[config.mk]
export PLATFORM = sky130hd
export DESIGN_NAME = fxfir_mac
export DESIGN_NICKNAME = d
export VERILOG_FILES = /design/src/sv/fxfir_pkg.sv /design/src/sv/fxfir_mac.sv
export SDC_FILE = /design/constraint.sdc
export NUM_CORES = 2
export LEC_CHECK = 0
export ABC_AREA = 1
export BUFFER_PORTS_ARGS = -buffer_cell sky130_fd_sc_hd__buf_2
export CELL_PAD_IN_SITES_DETAIL_PLACEMENT = 1
export CELL_PAD_IN_SITES_GLOBAL_PLACEMENT = 1
export CORE_ASPECT_RATIO = 1.25
export CORE_MARGIN = 4
export CORE_UTILIZATION = 40
export DETAILED_ROUTE_END_ITERATION = 8
export GPL_TIMING_DRIVEN = 0
export PLACE_DENSITY = 0.76
export RECOVER_POWER = 25
export SLEW_MARGIN = 20
export SYNTH_ARGS = -nofsm -noshare
export SYNTH_HDL_FRONTEND = slang
export SYNTH_SLANG_ARGS = --single-unit
[constraint.sdc]
create_clock -name i_clk -period 16.15 [get_ports i_clk]
set_input_delay 3.23 -clock i_clk [delete_from_list [all_inputs] [get_ports i_clk]]
set_output_delay 3.23 -clock i_clk [all_outputs]
set_load 0.05 [all_outputs]
[src/sv/fxfir_pkg.sv]
// ----------------------------------------------------------------------------
// fxfir_pkg
// Shared types and constants for the fixed-point FIR filter.
// ----------------------------------------------------------------------------
package fxfir_pkg;

    localparam int MAX_TAPS_DEF = 16;
    localparam int DATA_W       = 32;
    localparam int ACC_W        = 64;
    localparam int FRAC_BITS    = 31;
    localparam int TAPS_W       = 5;
    localparam int SLOT_W       = 4;

    localparam logic [TAPS_W-1:0] TAP_RESET = 5'd13;

    localparam logic MODE_SAMPLE = 1'b0;
    localparam logic MODE_LOAD   = 1'b1;

    typedef enum logic [1:0] {
        ST_IDLE,
        ST_RUN,
        ST_DRAIN,
        ST_DONE
    } t_state;

    typedef struct packed {
        logic shift;
        logic rotate;
        logic load;
    } t_cell_ctrl;

    typedef struct packed {
        logic clear;
        logic tap_en;
    } t_mac_ctrl;

endpackage

[src/sv/fxfir_mac.sv]
// ----------------------------------------------------------------------------
// fxfir_mac
// Shared multiply-accumulate: registered 32x32 product, then a 64-bit
// wrapping accumulate.
// ----------------------------------------------------------------------------
module fxfir_mac
    import fxfir_pkg::*;
(
    input  logic                     i_clk,
    input  logic                     i_rst_n,
    input  t_mac_ctrl                i_ctrl,
    input  logic signed [DATA_W-1:0] i_coef,
    input  logic signed [DATA_W-1:0] i_sample,
    output logic        [ACC_W-1:0]  o_acc
);

    logic signed [ACC_W-1:0] prod;
    logic signed [ACC_W-1:0] r_prod;
    logic                    r_prod_vld;
    logic        [ACC_W-1:0] r_acc;

    // full-width signed product
    assign prod = i_coef * i_sample;

    always_ff @(posedge i_clk) begin
        if (!i_rst_n) begin
            r_prod_vld <= 1'b0;
        end else begin
            r_prod_vld <= i_ctrl.tap_en;
        end
    end

    always_ff @(posedge i_clk) begin
        r_prod <= prod;
    end

    always_ff @(posedge i_clk) begin
        if (!i_rst_n) begin
            r_acc <= '0;
        end else if (i_ctrl.clear) begin
            r_acc <= '0;
        end else if (r_prod_vld) begin
            r_acc <= r_acc + ACC_W'(r_prod);
        end
    end

    assign o_acc = r_acc;

endmodule

==> results.md <==
• initial antenna violation count: 5
• residual antenna-violating net count after detailed routing: 0
• count of hold buffers inserted by post-cts repair: 0
• data required time at the worst endpoint: 16470 ps
• global-route usage over all layers: 0.3358
• clock latency at the later pin of the worst-skew pair: 450 ps
• start point of the worst min-delay path: o_acc[0]$_SDFFE_PP0P_
• total of buffers placed on input and output ports: 131
• maximum level of the CTS H-tree: 4
• worst setup path startpoint: i_coef[31]
• die area: 0.1224 mm^2
• estimated wirelength of the detail-placed design: 174500 um
• Relative slew margins: 0.1064
• top cells by area, synth: fa_1 46%, inv_1 14%, nand2_1 13%
• critical path endpoint category: flop
• leading post-synthesis cells by instance count: 1804 x inv_1, 1617 x nand2_1, 1083 x fa_1, 370 x nor2_1, 247 x ha_1
• buffering stage count on the worst path with inverters included: 11
• drt total wl: 205200 um
• final worst path period share: 0.7490
• achievable frequency: 82.66 MHz
• class of the worst hold path: flop to flop
• Setup-failing EPs final: 0
• library cell contributing the largest single delay on the critical path: fa_1
• predominant post-synthesis flop cell: dfxtp_1
• net count after synthesis: 7579
• Seq/Total Area, Yosys: 0.05524
• share of synthesized registers carrying an async set or reset: 0
• post-layout utilization of the core: 0.4327
• Starting Density: 0.4048
• synthesized instance count: 6181
• Yosys warning count: 0
• die boundary width: 313.8 um
• setup slack after placement: 3702 ps
• setup repair after global routing missed its margin: no
• via total after detailed routing: 41.42k
• final global-route overflow total: 0
• transition time of the tightest slew-check pin: 1340 ps
• I/O pins: 132
• arrival time of the worst setup path: 12420 ps
• kind of start point of the critical path: input pin
• number of buffers created by CTS: 17
• post-synthesis to final-layout area growth: 6.890%
• share of final-layout standard cells stronger than drive strength 1: 0.03688
• Via density: 5.243
• cell area after synthesis: 0.04675 mm^2
• CTS tree: yes
• count of cell types in the netlist: 44
• final worst slack: 4053 ps
• buffers inserted during post-CTS setup optimization: 0
• sink count of the clock tree: 129
• # resized after CTS: 0
• highest net fanout along the worst path: 10
• shortest period the worst path allows: 12100 ps
• maximum root-to-sink buffer count: 2
• number of detailed-routing iterations run before antenna repair: 5
• initial DRC count: 3086
• number of max-cap violations: 0
• type of the worst setup path: input pin to flop
• result of the run: completed
• fin. max-slew vios: 0
• DRC violations left: 0
• stage delay of the slowest cell on the critical path: 1030 ps
• R2R Path Start: o_acc[0]$_SDFFE_PP0P_
• GPL Wtd Cong: 1.041
• Final Hold Violating Endpoints: 0
• Reg clk slew, reported paths: 70 ps
• placeable core region: 0.1155 mm^2
• DIE HEIGHT: 390.2 um
• Setup TNS: 0 ps
• dominant cell type by area after synthesis: fa_1
• critical path's top delay family: adder cells
• proportion of netlist area held by the largest area contributor: 0.4638
• post-route clock skew: 14.53 ps
• routed wirelength normalized by instance count: 25.97 um
• root buffer cell: clkbuf_16
• global-route wire length before repair: 297000 um
• number of nets in the layout: 7730
• row count: 139
• count of flip-flops with a built-in enable after synthesis: 0
• synthesized area divided by synthesized cell count: 7.563 um^2
• largest net degree at the start of global routing: 26
• Yosys reg bits: 129
• most frequent cell after synthesis: inv_1
• number of global-route vias before repair: 46.04k
## final timing paths
path,end,slack [ps],cells after the start
worst max-delay path,r_prod[54]$_DFF_P_,4050,28
worst max register to register,o_acc[60]$_SDFFE_PP0P_,13390,17
worst min register to register,o_acc[0]$_SDFFE_PP0P_,500,2
worst min-delay path,o_acc[0]$_SDFFE_PP0P_,500,2
## state kept, by name (all words and copies together), names as in the netlist
register / count
o_acc: 64
r_prod_vld: 1
r_prod: 64
## worst min-delay path: stages, from the launching register on
cell and delay [ps]:
dfxtp_1 330, nand2_1 70, a21oi_1 50
## cell type report
class / instances / area [um^2]
Antenna cell: 4 / 10.01
Buffer: 210 / 833.3
Clock buffer: 18 / 439.2
Clock inverter: 14 / 190.2
Fill cell: 14690 / 65510
Inverter: 1815 / 6813
Multi-Input combinational cell: 4027 / 36540
Sequential cell: 129 / 2582
Tap cell: 1551 / 1941
Timing Repair Buffer: 132 / 620.6
## placed cells by master (no fill, tap or decap), types with 67 or more instances in the layout
master    instances
buf_2            94
dfxtp_1         129
a21oi_1         164
ha_1            247
o21ai_0         109
fa_1           1082
clkbuf_1        230
nand2_1        1617
nor2_1          370
inv_1          1804
nand3_1         135
xor2_1           67
## routing by layer
metal | GRT usage | wire length, um | share of wire | up-vias
met2 | 0.5735 | 97970 | 0.48 | 1867
met4 | 0.2541 | 19980 | 0.097 | 4
met3 | 0.04962 | 14660 | 0.071 | 680
li1 | - | - | - | 17820
met5 | 0 | 23 | 0.00011 | -
met1 | 0.3805 | 72530 | 0.35 | 21050
## per-stage QoR
step / std cells / hold WS, ps / area (um^2)
after floorplan: 6181 / 586.9 / 46750
after global placement: 7863 / 473.4 / 49340
after detailed placement: 7864 / 490.4 / 49370
after CTS: 7896 / 501.0 / 50000
after global routing: 7896 / 517.2 / 49960
final: 7900 / 502.9 / 49970
## kinds of logic after synthesis
| logic type | Yosys count | synth area share |
|---|---|---|
| AO/OA/AOI/OAI | 354 | 0.04226 |
| XOR/XNOR | 85 | 0.01593 |
| adder cells (fa/ha/maj) | 1330 | 0.5299 |
| buffers and inverters | 2025 | 0.1632 |
| flip-flops | 129 | 0.05524 |
| AND/OR/NAND/NOR | 2258 | 0.1935 |
Power is not shown: default switching activity piles up to over one toggle a cycle in this logic, so the estimate is an artifact.
