`src/sv/fxfir_pkg.sv`:
```
// ----------------------------------------------------------------------------
// fxfir_pkg
// Shared types and constants for the fixed-point FIR filter.
// ----------------------------------------------------------------------------
package fxfir_pkg;

    localparam int MAX_TAPS_DEF = 16;
    localparam int DATA_W       = 32;
    localparam int ACC_W        = 64;
    localparam int FRAC_BITS    = 31;
    localparam int TAPS_W       = 5;
    localparam int SLOT_W       = 4;

    localparam logic [TAPS_W-1:0] TAP_RESET = 5'd13;

    localparam logic MODE_SAMPLE = 1'b0;
    localparam logic MODE_LOAD   = 1'b1;

    typedef enum logic [1:0] {
        ST_IDLE,
        ST_RUN,
        ST_DRAIN,
        ST_DONE
    } t_state;

    typedef struct packed {
        logic shift;
        logic rotate;
        logic load;
    } t_cell_ctrl;

    typedef struct packed {
        logic clear;
        logic tap_en;
    } t_mac_ctrl;

endpackage

```
`src/sv/fxfir_cell.sv`:
```
// ----------------------------------------------------------------------------
// fxfir_cell
// One tap cell: holds one history sample and one coefficient, shifts new
// samples along the row and rotates its pair toward the head during a pass.
// ----------------------------------------------------------------------------
module fxfir_cell
    import fxfir_pkg::*;
(
    input  logic                     i_clk,
    input  logic                     i_rst_n,
    input  t_cell_ctrl               i_ctrl,
    input  logic signed [DATA_W-1:0] i_shift_sample,
    input  logic signed [DATA_W-1:0] i_rot_sample,
    input  logic signed [DATA_W-1:0] i_rot_coef,
    input  logic signed [DATA_W-1:0] i_load_coef,
    output logic signed [DATA_W-1:0] o_sample,
    output logic signed [DATA_W-1:0] o_coef
);

    logic signed [DATA_W-1:0] r_sample;
    logic signed [DATA_W-1:0] r_coef;

    always_ff @(posedge i_clk) begin
        if (!i_rst_n) begin
            r_sample <= '0;
            r_coef   <= '0;
        end else begin
            if (i_ctrl.shift) begin
                r_sample <= i_shift_sample;
            end else if (i_ctrl.rotate) begin
                r_sample <= i_rot_sample;
            end
            if (i_ctrl.rotate) begin
                r_coef <= i_rot_coef;
            end else if (i_ctrl.load) begin
                r_coef <= i_load_coef;
            end
        end
    end

    assign o_sample = r_sample;
    assign o_coef   = r_coef;

endmodule

```
`config.mk`:
```
export PLATFORM = sky130hd
export DESIGN_NAME = fxfir_cell
export DESIGN_NICKNAME = d
export VERILOG_FILES = /design/src/sv/fxfir_pkg.sv /design/src/sv/fxfir_cell.sv
export SDC_FILE = /design/constraint.sdc
export NUM_CORES = 1
export LEC_CHECK = 0
export BUFFER_PORTS_ARGS = -buffer_cell sky130_fd_sc_hd__buf_2
export CAP_MARGIN = 5
export CORE_ASPECT_RATIO = 1.75
export CORE_UTILIZATION = 48
export CTS_CLUSTER_DIAMETER = 120
export DETAILED_ROUTE_END_ITERATION = 8
export GPL_TIMING_DRIVEN = 0
export PLACE_DENSITY = 0.82
export SYNTH_ARGS = -nofsm -noshare
export SYNTH_HDL_FRONTEND = slang
export SYNTH_SLANG_ARGS = --single-unit
```
`constraint.sdc`:
```
create_clock -name i_clk -period 1.85 [get_ports i_clk]
set_input_delay 0.37 -clock i_clk [delete_from_list [all_inputs] [get_ports i_clk]]
set_output_delay 0.37 -clock i_clk [all_outputs]
set_load 0.1 [all_outputs]
```
==> summary.md, run 1 <==
| Metric | Value |
|---|---|
| Post-Route WL | `9360 um` |
| Total core area | `7130 um^2` |
| P_sw | `around 1.6 mW` |
| Sw Ratio | `0.356` |
| Crit path required time | `1.48 ns` |
| CP Capture Type | `output port` |
| Post-Synthesis Cells | `roughly 280` |
| Layout cell share with drive strength beyond 1 | `0.587` |
| VDD IR max | `between 0.5 and 0.6 mV` |
| Critical path type | `flip-flop to output port` |
| Hold Worst Slack | `around 0.36 ns` |
| WHS Endpoint | `o_sample[21]` |
| Pin count of the biggest net entering global routing | `11` |
| # hold bufs at CTS | `0` |
| Via count | `~3000` |
| Clock network power share | `0.336` |
| Iteration-0 DRC Markers | `98` |
| Met2 Use GR | `0.443` |
| Fin. Hold Viols | `0` |
| NumNets Final | `621` |
| All-Layer GR Usage | `0.249` |
| Post-synth ARST share | `0` |
| Initial Utilization | `0.494` |
| Arrival time worst endpoint | `1.12 ns` |
| Hold crit path type | `primary input to flip-flop` |
| Buffers on Ports | `193` |
| Internal | `approximately 3.0 mW` |
| Seq cells post-synth | `64` |
| Global Route met1 Usage | `0.246` |
| H-tree levels | `3` |
| Layout Cells excl Fill | `approximately 580` |
| Combinational power share | `0.329` |
| Total Power | `approximately 4.6 mW` |
| # setup viols final | `0` |
| Max Slew Vio Count | `0` |
| Mapped Nets | `417` |
| Most used DFF post-synth | `dfxtp_1` |
| Aggregate global routing overflow | `0` |
| Rows | `41` |
| Number of max-cap violations | `0` |
| GR Layer Usage met3 | `0.0754` |
| CP max stage delay | `around 0.44 ns` |
| Worst setup SP type | `flip-flop` |
| CTS clk-pin slew, worst paths | `around 0.050 ns` |
| Clock latency on the worst-skew pair | `0.32 ns` |
| Post-synth EDFFs | `0` |
| Depth of the most critical reg-to-reg path | `2` |
| Post-DRT Antenna Nets | `0` |
| Yosys warns | `0` |
| Netlist cell types | `11` |
| DP Wirelength | `between 7000 and 8000 um` |
| Residual DRC | `0` |
| Hold Crit Start | `i_shift_sample[21]` |
| Post-DP Area | `between 4000 and 5000 um^2` |
| Largest area contributor in the netlist | `dfxtp_1` |
| Final setup TNS | `0 ns` |
| Critical Path Fanout Max | `2` |
| Flop pwr share | `0.334` |
| Drt wl/cell | `16.2 um` |
| IO Pins | `197` |
| Unrepaired setup endpoints after global routing | `no` |
| Placer Congestion | `0.736` |
| Worst R2R Setup Slack | `0.95 ns` |
| Post-CTS setup buffer count | `0` |
| FF-to-FF End | `o_sample[31]` |
| Top cells by count, synth | `64 x dfxtp_1, 64 x o211a_1, 62 x mux2_4` |
| Max Buffers Root-to-Sink | `2` |
| TritonCTS buffer count | `9` |
| Worst path slowest cell | `buf_2` |
| Number of diodes | `0` |
| Clock Sinks | `64` |
| Status | `finished, final reports clean` |
| Die Ht | `115 um` |
| Placed Cells | `563` |
| Root buffer selected by CTS | `clkbuf_16` |
| Area contributors post-synth | `dfxtp_1 36%, mux2_4 26%, o211a_1 18%, nand2b_1 11%, buf_12 3.4%` |
| Leak pwr | `2.94 nW` |
| Worst r2r src | `o_sample[31]` |
| Cell area after layout | `4870 um^2` |
| Global-route wire length before repair | `around 14000 um` |
| Worst-path cell chain | `buf_2` |
| Register area share after synthesis | `0.364` |
| CP delay by family, top | `buffers and inverters` |
| Area Growth Syn to Fin | `38.3%` |
| Minimum clock period | `~1.5 ns` |
| Die ar. | `between 7000 and 8000 um^2` |
| Vias in the first global route | `~3100` |
| CTS tree | `done` |
| Tcrit/Tclk final | `0.807` |
| Slew HR | `0.665` |
| Hold-critical path depth | `3` |
| GR peak layer | `met2` |
| Initial antenna violation count | `0` |
| Syn Area/Cell | `12.4 um^2` |
| Synth Cell Area | `3520 um^2` |
| Via-to-Cell Ratio | `5.25` |
| Max frequency | `0.670 GHz` |
| Die Wd | `66.7 um` |
| Pwr Density | `950 nW/um^2` |
| Skew final | `0 ns` |
| Slew @ Worst Pin | `0.506 ns` |
| CP bufs+invs | `1` |
| Yosys top cell area share | `0.364` |
| DR pass1 iterations | `4` |
| Resized Gates After CTS | `0` |
[state kept, by name, indices dropped and copies added (netlist names)]
register	flops
o_sample	32
o_coef	32
[final cells by class]
type,count,area [um^2]
fill,545,2260
buffer,28,240
sequential,64,1280
multi-input combinational,192,2000
timing repair buffer,193,966
clock buffer,14,274
tap,86,108
[layout by cell type, fill, tap and decap left out]
cell type and instances:
buf_12 6, mux2_4 62, dfxtp_1 64, mux2_2 2, nand2b_1 61, clkbuf_1 11
buf_4 1, o211a_1 64, clkbuf_8 3, buf_6 3, or2b_1 3, buf_2 202
clkbuf_16 9
[through the flow]
step	setup slack [ns]	util
6_report	0.357	0.683
3_5_place_dp	0.458	0.644
4_1_cts	0.347	0.683
3_3_place_gp	0.475	0.644
5_1_grt	0.337	0.683
2_1_floorplan	0.458	-
[layer usage]
metal / vias up / share of wire
met2: 146 / 0.53
met1: 1428 / 0.36
met3: 29 / 0.075
met4: 0 / 0.038
li1: 1429 / -
met5: - / 0
[how the worst max path moves through the flow]
stage / from / endpoint / slack [ns] / cells past startpoint
2_1_floorplan: o_coef[0] / o_coef[0] / 0.46 / 2
6_report: o_coef[3] / o_coef[3] / 0.36 / 1
4_1_cts: o_coef[3] / o_coef[3] / 0.35 / 1
3_5_place_dp: i_ctrl[2] / o_sample[12] / 0.46 / 4
5_1_grt: o_sample[31] / o_sample[31] / 0.34 / 1
3_3_place_gp: i_ctrl[2] / o_sample[13] / 0.47 / 4
[power groups by stage]
| stage | clock, mW | sequential (mW) | combinational, mW |
|---|---|---|---|
| 2_1_floorplan | 0 | 2.32 | 0.459 |
| 3_3_place_gp | 0 | 1.56 | 1.51 |
| 3_5_place_dp | 0 | 1.57 | 1.52 |
| 4_1_cts | 1.58 | 1.55 | 1.53 |
| 5_1_grt | 1.63 | 1.55 | 1.59 |
| 6_report | 1.56 | 1.55 | 1.52 |
[kinds of logic after synthesis]
group	Yosys count	share of synthesized area
compound gates	64	0.182
mux	64	0.271
buf+inv	28	0.0683
flops	64	0.364
simple gates	64	0.115
(Power assumes the default switching activity.)
==> run 2: changes to the inputs <==
- CORE_UTILIZATION: 48 -> 40
- PLACE_DENSITY: 0.82 -> 0.72
- clock period: 1.85 -> 1.2 ns (I/O delays scaled with it)
==> summary.md, run 2 (synthesized netlist as in run 1, its figures left out) <==
| Metric | Value |
|---|---|
| Tcrit/Tclk final | `0.992` |
| CTS tree | `done` |
| Critical Path Fanout Max | `2 (unchanged)` |
| Pin count of the biggest net entering global routing | `13 (+2)` |
| Placer Congestion | `0.759 (+3.1%)` |
| Max Buffers Root-to-Sink | `2 (unchanged)` |
| Top routing layer in use | `met4` |
| CP Depth | `1 (unchanged)` |
| Total core area | `8420 um^2 (+18%)` |
| Slew HR | `0.657 (-0.00743)` |
| Die Wd | `72.9 um (+9.3%)` |
| Internal | `5.29 mW (+78%)` |
| Sw Ratio | `0.340 (-0.0156)` |
| Met3 routed WL | `681 um (-3.5%)` |
| IO Pins | `197 (unchanged)` |
| Max Slew Vio Count | `0 (unchanged)` |
| Minimum clock period | `around 1.2 ns` |
| Post-Route WL | `9830 um (+5.0%)` |
| Met1 Routed Length | `3510 um (+5.2%)` |
| Flop pwr share | `0.305 (-0.029)` |
| Commonest non-fill, non-tap cell in the layout | `buf_2` |
| Worst-path cell chain | `buf_4` |
| CP bufs+invs | `1 (unchanged)` |
| Slew @ Worst Pin | `0.514 ns (+0.00765 ns)` |
| DP Wirelength | `7150 um (+0.16%)` |
| Worst r2r src | `o_sample[6]` |
| Buffers on Ports | `193 (unchanged)` |
| Crit path required time | `0.96 ns (-0.52 ns)` |
| Total Power | `8.02 mW (+73%)` |
| Critical path type | `flip-flop to output port` |
| Via-to-Cell Ratio | `4.96 (-5.7%)` |
| Unrepaired setup endpoints after global routing | `no` |
| DR pass1 iterations | `4 (unchanged)` |
| Area Growth Syn to Fin | `53.8%` |
| Global-route wire length before repair | `15200 um (+5.8%)` |
| Fillers | `684 (+26%)` |
| Root buffer selected by CTS | `clkbuf_16` |
| Number of diodes | `0 (unchanged)` |
| Routed wl met2 | `5380 um (+8.6%)` |
| Pwr Density | `1480 nW/um^2 (+56%)` |
| P_sw | `2.73 mW (+66%)` |
| Residual DRC | `0 (unchanged)` |
| CP endpoint | `o_sample[23]` |
| Initial antenna violation count | `0 (unchanged)` |
| Status | `finished, final reports clean` |
| Layout Cells excl Fill | `608 (+5.4%)` |
| Placed Cells | `592 (+5.2%)` |
| Iteration-0 DRC Markers | `105 (+7.1%)` |
| Leak pwr | `3.07 nW (+4.2%)` |
| Initial Utilization | `0.418 (-0.0757)` |
| Hold Worst Slack | `0.214 ns (-0.143 ns)` |
| Die Ht | `126 um (+9.4%)` |
| Drt wl/cell | `16.2 um (-0.31%)` |
| FF-to-FF End | `o_sample[6]` |
| Clock Sinks | `64 (unchanged)` |
| Worst path slowest cell | `dfxtp_2` |
| Fin. Hold Viols | `0 (unchanged)` |
| Hold crit path type | `primary input to flip-flop` |
| Most frequent cells in the layout | `138 x buf_2, 64 x o211a_1, 64 x dfxtp_2` |
| # setup viols final | `0 (unchanged)` |
| Combinational power share | `0.317 (-0.012)` |
| CTS clk-pin slew, worst paths | `0.06 ns (about the same)` |
| Crit. Startpoint | `o_sample[23]` |
| TritonCTS buffer count | `9 (unchanged)` |
| Post-DRT Antenna Nets | `0 (unchanged)` |
| Area of the multi-input gates | `2000 um^2 (unchanged)` |
| Layout cell share with drive strength beyond 1 | `0.722 (+0.136)` |
| NumNets Final | `621 (unchanged)` |
| Aggregate global routing overflow | `0 (unchanged)` |
| Vias in the first global route | `3266 (+3.7%)` |
| Rows | `44 (+7.3%)` |
| Max frequency | `0.840 GHz` |
| Number of max-cap violations | `0 (unchanged)` |
| Skew final | `0 ns (unchanged)` |
| Depth of the most critical reg-to-reg path | `2 (unchanged)` |
| CP max stage delay | `0.33 ns (-0.11 ns)` |
| All-Layer GR Usage | `0.219 (-0.0296)` |
| CP Capture Type | `output port` |
| Worst setup SP type | `flip-flop` |
| Clock network power share | `0.379 (+0.043)` |
| CP delay by family, top | `flip-flops` |
| H-tree levels | `3 (unchanged)` |
| Reg area | `1360 um^2 (+6.3%)` |
| Clock latency on the worst-skew pair | `0.33 ns (about the same)` |
| Die ar. | `9190 um^2 (+20%)` |
| VDD IR max | `1.14 mV (+92%)` |
| Via count | `3014 (-0.59%)` |
| Arrival time worst endpoint | `0.95 ns (-0.17 ns)` |
| Worst R2R Setup Slack | `0.28 ns (-0.67 ns)` |
-- run 2: cell types whose count changed in the layout (fill, tap and decap cells not counted), sizes merged --
cell	previous run	this run
bufinv	0	3
clkbuf	23	18
clkinv	0	3
clkinvlp	0	1
-- run 2: worst min-delay path by stage --
stage                                  start            to  slack [ns]  cells past startpoint
after detailed placement  i_shift_sample[17]  o_sample[17]        0.56                      3
after global routing          i_rot_coef[28]    o_coef[28]        0.22                      3
after CTS                  i_shift_sample[1]   o_sample[1]        0.21                      3
after global placement    i_shift_sample[27]  o_sample[27]        0.55                      3
final                      i_shift_sample[1]   o_sample[1]        0.21                      3
after floorplan                    i_ctrl[2]  o_sample[28]        0.43                      2
-- run 2: routing by layer --
layer | up-vias | GRT usage
met5 | - | 0
met4 | 0 | 0.127
met3 | 16 | 0.0568
met2 | 126 | 0.402
met1 | 1439 | 0.213
li1 | 1433 | -
-- run 2: per-stage QoR --
stage                util  setup slack [ns]  cell area (um^2)  setup TNS [ns]
floorplan               -            0.0949              3600               0
global placement    0.559           -0.0707              4710         -0.0707
detailed placement  0.559            -0.121              4710          -0.739
CTS                 0.627          0.000580              5280               0
global route        0.643         0.0000288              5410               0
finish              0.643           0.00929              5410               0
-- run 2: area by class of cell --
| class | count | share of cell area |
|---|---|---|
| Multi-Input combinational cell | 192 | 0.369 |
| Clock inverter | 7 | 0.0222 |
| Tap cell | 115 | 0.0266 |
| Timing Repair Buffer | 193 | 0.245 |
| Sequential cell | 64 | 0.251 |
| Buffer | 28 | 0.0444 |
| Clock buffer | 9 | 0.0416 |
-- run 2: timing repair --
| action | in CTS | in global routing |
|---|---|---|
| resized for setup | 82 | 35 |
| setup buffers | 0 | 0 |
| setup endpoints to repair | 64 | 35 |
| hold buffers | 0 | 0 |
-- run 2: power by group through the flow --
| stage | logic (mW) | registers [mW] | clock network (mW) |
|---|---|---|---|
| floorplan | 0.703 | 3.63 | 0 |
| global placement | 2.34 | 2.44 | 0 |
| detailed placement | 2.36 | 2.45 | 0 |
| CTS | 2.49 | 2.43 | 3.09 |
| global route | 2.64 | 2.46 | 3.16 |
| finish | 2.54 | 2.44 | 3.04 |
